===== config.mk =====
export PLATFORM = sky130hd
export DESIGN_NAME = glos_shift_sub
export DESIGN_NICKNAME = d
export VERILOG_FILES = /design/src/design/glos_pkg.sv /design/src/design/glos_shift_sub.sv
export SDC_FILE = /design/constraint.sdc
export NUM_CORES = 1
export LEC_CHECK = 0
export BUFFER_PORTS_ARGS = -buffer_cell sky130_fd_sc_hd__buf_2
export CAP_MARGIN = 25
export CORE_UTILIZATION = 55
export CTS_CLUSTER_SIZE = 14
export DETAILED_ROUTE_END_ITERATION = 10
export PLACE_DENSITY = 0.8
export SKIP_LAST_GASP = 1
export SYNTH_ARGS = -nofsm -noshare
export SYNTH_HDL_FRONTEND = slang
export SYNTH_SLANG_ARGS = --single-unit

===== constraint.sdc =====
create_clock -name clk -period 5.33 [get_ports clk]
set_input_delay 1.066 -clock clk [delete_from_list [all_inputs] [get_ports clk]]
set_output_delay 1.066 -clock clk [all_outputs]
set_load 0.02 [all_outputs]

===== src/design/glos_pkg.sv =====
// shared types and constants for the grid line-of-sight checker
// no dependencies; imported by every module of the block
package glos_pkg;

  localparam int DEF_COORD_BITS     = 8;
  localparam int DEF_CLEARANCE_BITS = 8;
  localparam int DEF_FRAC_BITS      = 16;

  // fraction bits of the line length, fixed by the Q.8 length format
  localparam int LEN_FRAC = 8;

  localparam int CFG_IDX_W = 2;
  localparam int CFG_DATA_W = 9;
  localparam logic [CFG_IDX_W-1:0] REG_MIN_CLEARANCE = 2'd0;
  localparam logic [CFG_IDX_W-1:0] REG_GRID_WIDTH    = 2'd1;
  localparam logic [CFG_IDX_W-1:0] REG_GRID_HEIGHT   = 2'd2;

  localparam logic [8:0] GRID_DIM_RESET = 9'd256;

  localparam logic OP_LOAD  = 1'b0;
  localparam logic OP_QUERY = 1'b1;

  typedef enum logic [3:0] {
    S_IDLE,
    S_SQRT,
    S_SQRT_WAIT,
    S_DIVX,
    S_DIVX_WAIT,
    S_DIVY,
    S_DIVY_WAIT,
    S_WALK,
    S_CHECK,
    S_DONE
  } glos_state_t;

  typedef enum logic {
    MODE_DIV,
    MODE_SQRT
  } unit_mode_t;

  typedef struct packed {
    logic       go;
    unit_mode_t mode;
  } unit_ctl_t;

endpackage


===== src/design/glos_shift_sub.sv =====
// shared shift-subtract unit: restoring divide or bit-pair square root
// depends on glos_pkg; one result digit per cycle
module glos_shift_sub #(
  parameter int XW = 33,
  parameter int RW = 20,
  parameter int CNTW = 6
) (
  input  logic                 clk,
  input  logic                 rst,
  input  glos_pkg::unit_ctl_t  ctl,
  input  logic [XW-1:0]        operand,
  input  logic [RW-1:0]        divisor,
  input  logic [CNTW-1:0]      steps,
  output logic                 done,
  output logic [XW-1:0]        result
);
  import glos_pkg::*;

  logic            active;
  logic            sq_mode;
  logic [CNTW-1:0] cnt;
  logic [XW-1:0]   x;
  logic [XW-1:0]   q;
  logic [RW-1:0]   rem;
  logic [RW-1:0]   cand;
  logic [RW-1:0]   sub;
  logic            ge;

  always_comb begin
    if (sq_mode) begin
      cand = {rem[RW-3:0], x[XW-1:XW-2]};
      sub  = {q[RW-3:0], 2'b01};
    end else begin
      cand = {rem[RW-2:0], x[XW-1]};
      sub  = divisor;
    end
    ge = (cand >= sub);
  end

  always_ff @(posedge clk) begin
    if (rst) begin
      active <= 1'b0;
      done   <= 1'b0;
      cnt    <= '0;
    end else begin
      done <= 1'b0;
      if (ctl.go) begin
        active <= 1'b1;
        cnt    <= steps;
      end else if (active) begin
        cnt <= cnt - CNTW'(1);
        if (cnt == CNTW'(1)) begin
          active <= 1'b0;
          done   <= 1'b1;
        end
      end
    end
  end

  always_ff @(posedge clk) begin
    if (ctl.go) begin
      sq_mode <= (ctl.mode == MODE_SQRT);
      x       <= operand;
      q       <= '0;
      rem     <= '0;
    end else if (active) begin
      x   <= sq_mode ? (x << 2) : (x << 1);
      rem <= ge ? (cand - sub) : cand;
      q   <= {q[XW-2:0], ge};
    end
  end

  assign result = q;

endmodule


==> results of run 1 <==
[routing by layer]
| metal | routed length, um | share of wire, % | vias to the layer above |
|---|---|---|---|
| met3 | 625 | 5.3 | 17 |
| met2 | 5320 | 45 | 110 |
| met5 | 0 | 0 | - |
| met1 | 5690 | 48 | 2006 |
| met4 | 174 | 1.5 | 0 |
| li1 | - | - | 2188 |
[worst paths after layout]
check                             from                    to  slack, ns  cells after the start
setup reg to reg     sq_mode$_DFFE_PP_   rem[3]$_SDFFE_PP0P_       1.10                     11
hold reg to reg   rem[18]$_SDFFE_PP0P_  rem[18]$_SDFFE_PP0P_       0.51                      2
hold / removal    rem[18]$_SDFFE_PP0P_  rem[18]$_SDFFE_PP0P_       0.51                      2
setup / recovery     sq_mode$_DFFE_PP_   rem[3]$_SDFFE_PP0P_       1.10                     11
[synthesized netlist by cell type (all sizes together) (9+ instances only)]
master / n / area share, %
nor3: 9 / 0.83
xor2: 9 / 1.5
a21oi: 29 / 2.7
mux2i: 91 / 17
o21ai: 46 / 4.5
edfxtp: 34 / 19
nor2: 71 / 4.9
buf: 17 / 1.8
mux2: 19 / 3.9
ha: 22 / 5.1
clkbuf: 18 / 1.4
dfxtp: 60 / 22
nand2: 42 / 2.9
a211oi: 12 / 1.8
[registers in the layout, indices dropped and copies added (netlist names)]
signal / flops
done: 1
sq_mode: 1
x: 33
cnt: 6
result: 33
active: 1
rem: 19
[metrics by stage]
stage          instances  cell area [um^2]
3_5_place_dp         758              5980
6_report             775              6200
5_1_grt              775              6200
4_1_cts              774              6180
2_1_floorplan        560              5430
3_3_place_gp         757              5960
[cell type report]
cell class,instances,share of cell area [%]
multi-input cells,423,48.5
flip-flops and latches,94,35.8
repair buffers,105,9.40
well taps,129,2.60
clock buffers,9,2.00
clock inverters,7,1.23
inverters,8,0.484
[power by group through the flow]
stage	Clock, uW	Combinational, uW	Sequential [uW]
after floorplan	0	377	835
after global placement	0	462	846
after detailed placement	0	474	848
after CTS	488	476	832
after global routing	512	533	838
final	470	480	832
[kinds of logic (layout without fill, tap and decap cells)]
kind of cell	after synthesis	in the layout	share of synthesized area (%)
flops	94	94	40.9
xor+xnor	17	17	2.74
simple gates	155	155	12.8
fa+ha+maj	23	23	5.44
buf+inv	43	129	3.75
mux	110	110	20.7
compound gates	118	118	13.7
[worst min-delay path: cells and delay by family (launching register included)]
family          cells  cell delay (ns)
compound gates      2             0.12
flops               1             0.35
==> results.sh, run 1 <==
export IMPL_dp_slack_ns=1.13
export IMPL_multiInputGateArea_um2=3010
export IMPL_slew_violations=0
export IMPL_die_height_um=101
export IMPL_cts_tree="yes"
export IMPL_grt_max_degree=122
export IMPL_net_switching_power_uw=587
export IMPL_pwr_share_seq_pct=46.7
export IMPL_path_clk_slew_ns=0.10
export IMPL_crit_buf_inv=2
export IMPL_grt_util_all_layers_pct=23.9
export IMPL_slowest_delay_ns=0.82
export IMPL_dieArea_um2=10300
export IMPL_drt_iter0_drc=200
export IMPL_crit_family="compound AO/OA/AOI/OAI gates"
export IMPL_p_clk_share_pct=26.4
export IMPL_cts_setup_buffers=0
export IMPL_critPathLaunchType="register"
export IMPL_leakagePower_uw=0.00279
export IMPL_skew_ns=0.0140
export IMPL_netlist_cell_type_count=55
export IMPL_internal_power_uw=1200
export IMPL_critPathArrivalTime_ns=4.45
export IMPL_synthArstFlopShare_pct=0
export IMPL_via_per_inst=5.58
export IMPL_hold_violations=0
export IMPL_met1_usage_pct=31.9
export IMPL_max_clock_freq_mhz=236
export IMPL_cts_root_buf="clkbuf_8"
export IMPL_synth_area_um2=5430
export IMPL_top_usage_layer="met2"
export IMPL_critPathKind="reg2reg"
export IMPL_die_w_um=101
export IMPL_core_um2=9420
export IMPL_relSlewSlack_pct=46.4
export IMPL_grt_overflow=0
export IMPL_final_util_pct=65.9
export IMPL_total_power_uw=1780
export IMPL_gp_congestion=0.896
export IMPL_synthesis_nets=646
export IMPL_drtPass1Iterations=4
export IMPL_tightestPinTransition_ns=0.805
export IMPL_ys_flop_type="dfxtp_1"
export IMPL_cts_resized=0
export IMPL_syn_inst=560
export IMPL_whs_ns=0.506
export IMPL_post_route_period_util_pct=79.4
export IMPL_routed_via_count=4321
export IMPL_drive_gt1_share_pct=23.5
export IMPL_setup_viol=0
export IMPL_path_cells="buf_4, mux2_2, ha_1, a21oi_1, nor2_1, o31ai_2, a211oi_2, nor2_1, buf_4, mux2i_1, a211oi_1"
export IMPL_fillers=782
export IMPL_numPortBuffers=96
export IMPL_drc=0
export IMPL_status="finished, final reports clean"
export IMPL_fin_ws_ns=1.10
export IMPL_wirelength_mm=11.8
export IMPL_slowest_stage="edfxtp_1"
export IMPL_switching_share_pct=32.9
export IMPL_clock_path_buffers=2
export IMPL_ir_worst_vdd_mv=0.140
export IMPL_cts_hold_fix_buffers=0
export IMPL_regArea_um2=2220
export IMPL_io_pins=97
export IMPL_critical_path_max_fanout=17
export IMPL_avgSynthCellArea_um2=9.70
export IMPL_min_period_ns=4.23
export IMPL_share_comb_of_total_power_pct=26.9
export IMPL_grtUsageMet2_pct=39.5
export IMPL_dpl_hpwl_mm=8.57
export IMPL_worst_setup_path_end_kind="register"
export IMPL_ys_warn_count=0
export IMPL_avgRoutedWirePerCell_um=15.2
export IMPL_mostFrequentLayoutCell="buf_2"
export IMPL_cts_buffers_inserted=9
export IMPL_clkSinkCount=94
export IMPL_hold_path_class="reg2reg"
export IMPL_ys_ff_latch=94
export IMPL_ant_nets=0
export IMPL_row_count=35
export IMPL_diodes=0
export IMPL_grt_pass1_vias=4201
export IMPL_grt_pass1_wl_mm=19.4
export IMPL_required_ns=5.55
export IMPL_area_delta_synth_final_pct=14.2
export IMPL_max_cap_viol_count=0
export IMPL_layout_nets=727
export IMPL_antenna_found_initial=0
export IMPL_rsz0062_at_grt="false"
export IMPL_power_density_nw_per_um2=287
export IMPL_clkLatencyLatePin_ns=0.37
export IMPL_synth_edff_count=34
export IMPL_h_tree_depth=3
export IMPL_seq_area_frac_synth_pct=40.9
export IMPL_fin_tns_setup_ns=0
export IMPL_use_met3_pct=3.93
export IMPL_start_util_pct=57.7
export IMPL_mostFrequentLayoutCells="95 x buf_2, 91 x mux2i_1, 71 x nor2_1"
Note: power is estimated with default switching activity, not from simulation.
==> run 2, diff against run 1 <==
CORE_UTILIZATION = 51   (was 55)
PLACE_DENSITY = 0.78   (was 0.8)
clock period = 3.4 ns   (was 5.33 ns; I/O delays follow)
==> run 2 against run 1 <==
Net effect: power increased by 64%; critical path depth grew 1; core utilization fell by 4.7 points; clock skew rose by 0.0010 ns; die area increased by 7.7%; sequential share of layout area fell by 0.65 points; setup slack worse by 0.89 ns; routed wire length up 3.4%; register-to-register slack got worse by 0.89 ns; critical path type unchanged; global-route usage down 1.5 points.
==> results.sh, run 2 (same netlist as run 1, synthesis figures left out) <==
export IMPL_die_height_um=105
export IMPL_dieArea_um2=11100
export IMPL_critPathArrivalTime_ns=3.50
export IMPL_critPathLaunchType="register"
export IMPL_slew_violations=0
export IMPL_max_cap_viol_count=0
export IMPL_p_clk_share_pct=28.3
export IMPL_path_cells="buf_12, mux2_2, ha_1, buf_4, nand2_1, o21ai_1, nor2_1, a211oi_2, buf_4, o21ai_2, or4_1, o21ai_1"
export IMPL_post_route_period_util_pct=93.9
export IMPL_share_comb_of_total_power_pct=27.1
export IMPL_clkLatencyLatePin_ns=0.37
export IMPL_die_w_um=105
export IMPL_worst_setup_path_end_kind="register"
export IMPL_critPathKind="reg2reg"
export IMPL_area_delta_synth_final_pct=16.3
export IMPL_grt_pass1_vias=4213
export IMPL_cts_hold_fix_buffers=0
export IMPL_drive_gt1_share_pct=24.8
export IMPL_top_usage_layer="met2"
export IMPL_relSlewSlack_pct=57.0
export IMPL_cts_buffers_inserted=9
export IMPL_internal_power_uw=2020
export IMPL_hold_path_class="in2reg"
export IMPL_cts_resized=0
export IMPL_layout_nets=739
export IMPL_whs_ns=0.487
export IMPL_core_um2=10300
export IMPL_gp_congestion=0.901
export IMPL_drtPass1Iterations=5
export IMPL_cp_startpoint="sq_mode$_DFFE_PP_"
export IMPL_row_count=37
export IMPL_wirelength_mm=12.2
export IMPL_path_clk_slew_ns=0.09
export IMPL_r2r_setup_slack_ns=0.21
export IMPL_status="finished, final reports clean"
export IMPL_regToRegStartpoint="sq_mode$_DFFE_PP_"
export IMPL_hold_violations=0
export IMPL_total_power_uw=2920
export IMPL_diodes=0
export IMPL_ir_worst_vdd_mv=0.256
export IMPL_required_ns=3.71
export IMPL_clkSinkCount=94
export IMPL_drt_iter0_drc=314
export IMPL_hold_start="ctl[0]"
export IMPL_tightestPinTransition_ns=0.645
export IMPL_skew_ns=0.0150
export IMPL_crit_family="compound AO/OA/AOI/OAI gates"
export IMPL_grt_pass1_wl_mm=19.9
export IMPL_io_pins=97
export IMPL_r2r_end="rem[9]$_SDFFE_PP0P_"
export IMPL_mostFrequentLayoutCell="buf_2"
export IMPL_switching_share_pct=30.6
export IMPL_mostFrequentLayoutCells="95 x buf_2, 91 x mux2i_1, 71 x nor2_1"
export IMPL_antenna_found_initial=0
export IMPL_cts_tree="yes"
export IMPL_avgRoutedWirePerCell_um=15.4
export IMPL_numPortBuffers=96
export IMPL_fin_tns_setup_ns=0
export IMPL_pwr_share_seq_pct=44.6
export IMPL_dpl_hpwl_mm=8.81
export IMPL_slowest_delay_ns=0.51
export IMPL_critical_path_max_fanout=20
export IMPL_setup_viol=0
export IMPL_crit_buf_inv=3
export IMPL_routed_via_count=4419
export IMPL_holdPathEnd="sq_mode$_DFFE_PP_"
export IMPL_grtUsageMet2_pct=36.5
export IMPL_ant_nets=0
export IMPL_hold_path_depth=1
export IMPL_drc=0
export IMPL_net_switching_power_uw=894
export IMPL_cts_root_buf="clkbuf_8"
export IMPL_grt_util_all_layers_pct=22.4
export IMPL_leakagePower_uw=0.00286
export IMPL_use_met3_pct=4.21
export IMPL_met1_usage_pct=30.0
export IMPL_power_density_nw_per_um2=462
export IMPL_grt_max_degree=77
export IMPL_h_tree_depth=3
export IMPL_start_util_pct=52.6
export IMPL_rsz0062_at_grt="false"
export IMPL_ff2ff_path_depth=12
export IMPL_min_period_ns=3.19
export IMPL_clock_path_buffers=2
export IMPL_fillers=879
export IMPL_grt_overflow=0
export IMPL_via_per_inst=5.57
export IMPL_slowest_stage="or4_1"
export IMPL_max_clock_freq_mhz=313
-- run 2: worst reg2reg max path, stage by stage, from the launching register on --
cell and delay [ns]:
edfxtp_1 0.44, buf_12 0.20, mux2_2 0.38, ha_1 0.32, buf_4 0.15, nand2_1 0.05
o21ai_1 0.26, nor2_1 0.14, a211oi_2 0.29, buf_4 0.17, o21ai_2 0.11, or4_1 0.51
o21ai_1 0.12
-- run 2: worst max-delay path by stage --
stage                     endpoint  slack (ns)  depth (start not counted)
2_1_floorplan  rem[0]$_SDFFE_PP0P_      0.0009                         14
3_3_place_gp   rem[5]$_SDFFE_PP0P_        0.21                         11
3_5_place_dp   rem[9]$_SDFFE_PP0P_        0.14                          9
4_1_cts        rem[9]$_SDFFE_PP0P_        0.13                          9
5_1_grt        rem[1]$_SDFFE_PP0P_        0.05                         13
6_report       rem[9]$_SDFFE_PP0P_        0.21                         12
-- run 2: per-layer routing --
layer	vias to the layer above	wire, um
li1	2225	-
met1	2049	5890
met2	127	5460
met3	18	637
met4	0	218
met5	-	0
-- run 2: timing repair --
action | CTS | global route
setup endpoints to repair | 0 | 8
hold endpoints to repair | 0 | 0
setup buffers | 0 | 2
-- run 2: cell type report --
cell class                 instances  area, um^2  area share [%]
inverter                           8        30.0           0.475
sequential                        94        2220            35.2
multi-input combinational        423        3010            47.6
clock buffer                       9         124            1.96
tap                              136         170            2.69
timing repair buffer             117         671            10.6
clock inverter                     7        95.1            1.50
-- run 2: stage by stage --
stage / cell area, um^2 / setup WS, ns / util [%] / std cells
after floorplan: 5440 / 0.000920 / - / 560
after global placement: 6060 / 0.210 / 58.7 / 775
after detailed placement: 6060 / 0.137 / 58.7 / 775
after CTS: 6280 / 0.128 / 60.8 / 791
after global routing: 6320 / 0.0466 / 61.2 / 794
final: 6320 / 0.208 / 61.2 / 794
-- run 2: power by group through the flow --
stage / clock [uW] / combinational [uW] / sequential [uW]
after floorplan: 0 / 592 / 1310
after global placement: 0 / 757 / 1320
after detailed placement: 0 / 776 / 1330
after CTS: 849 / 781 / 1300
after global routing: 892 / 870 / 1310
final: 824 / 791 / 1300
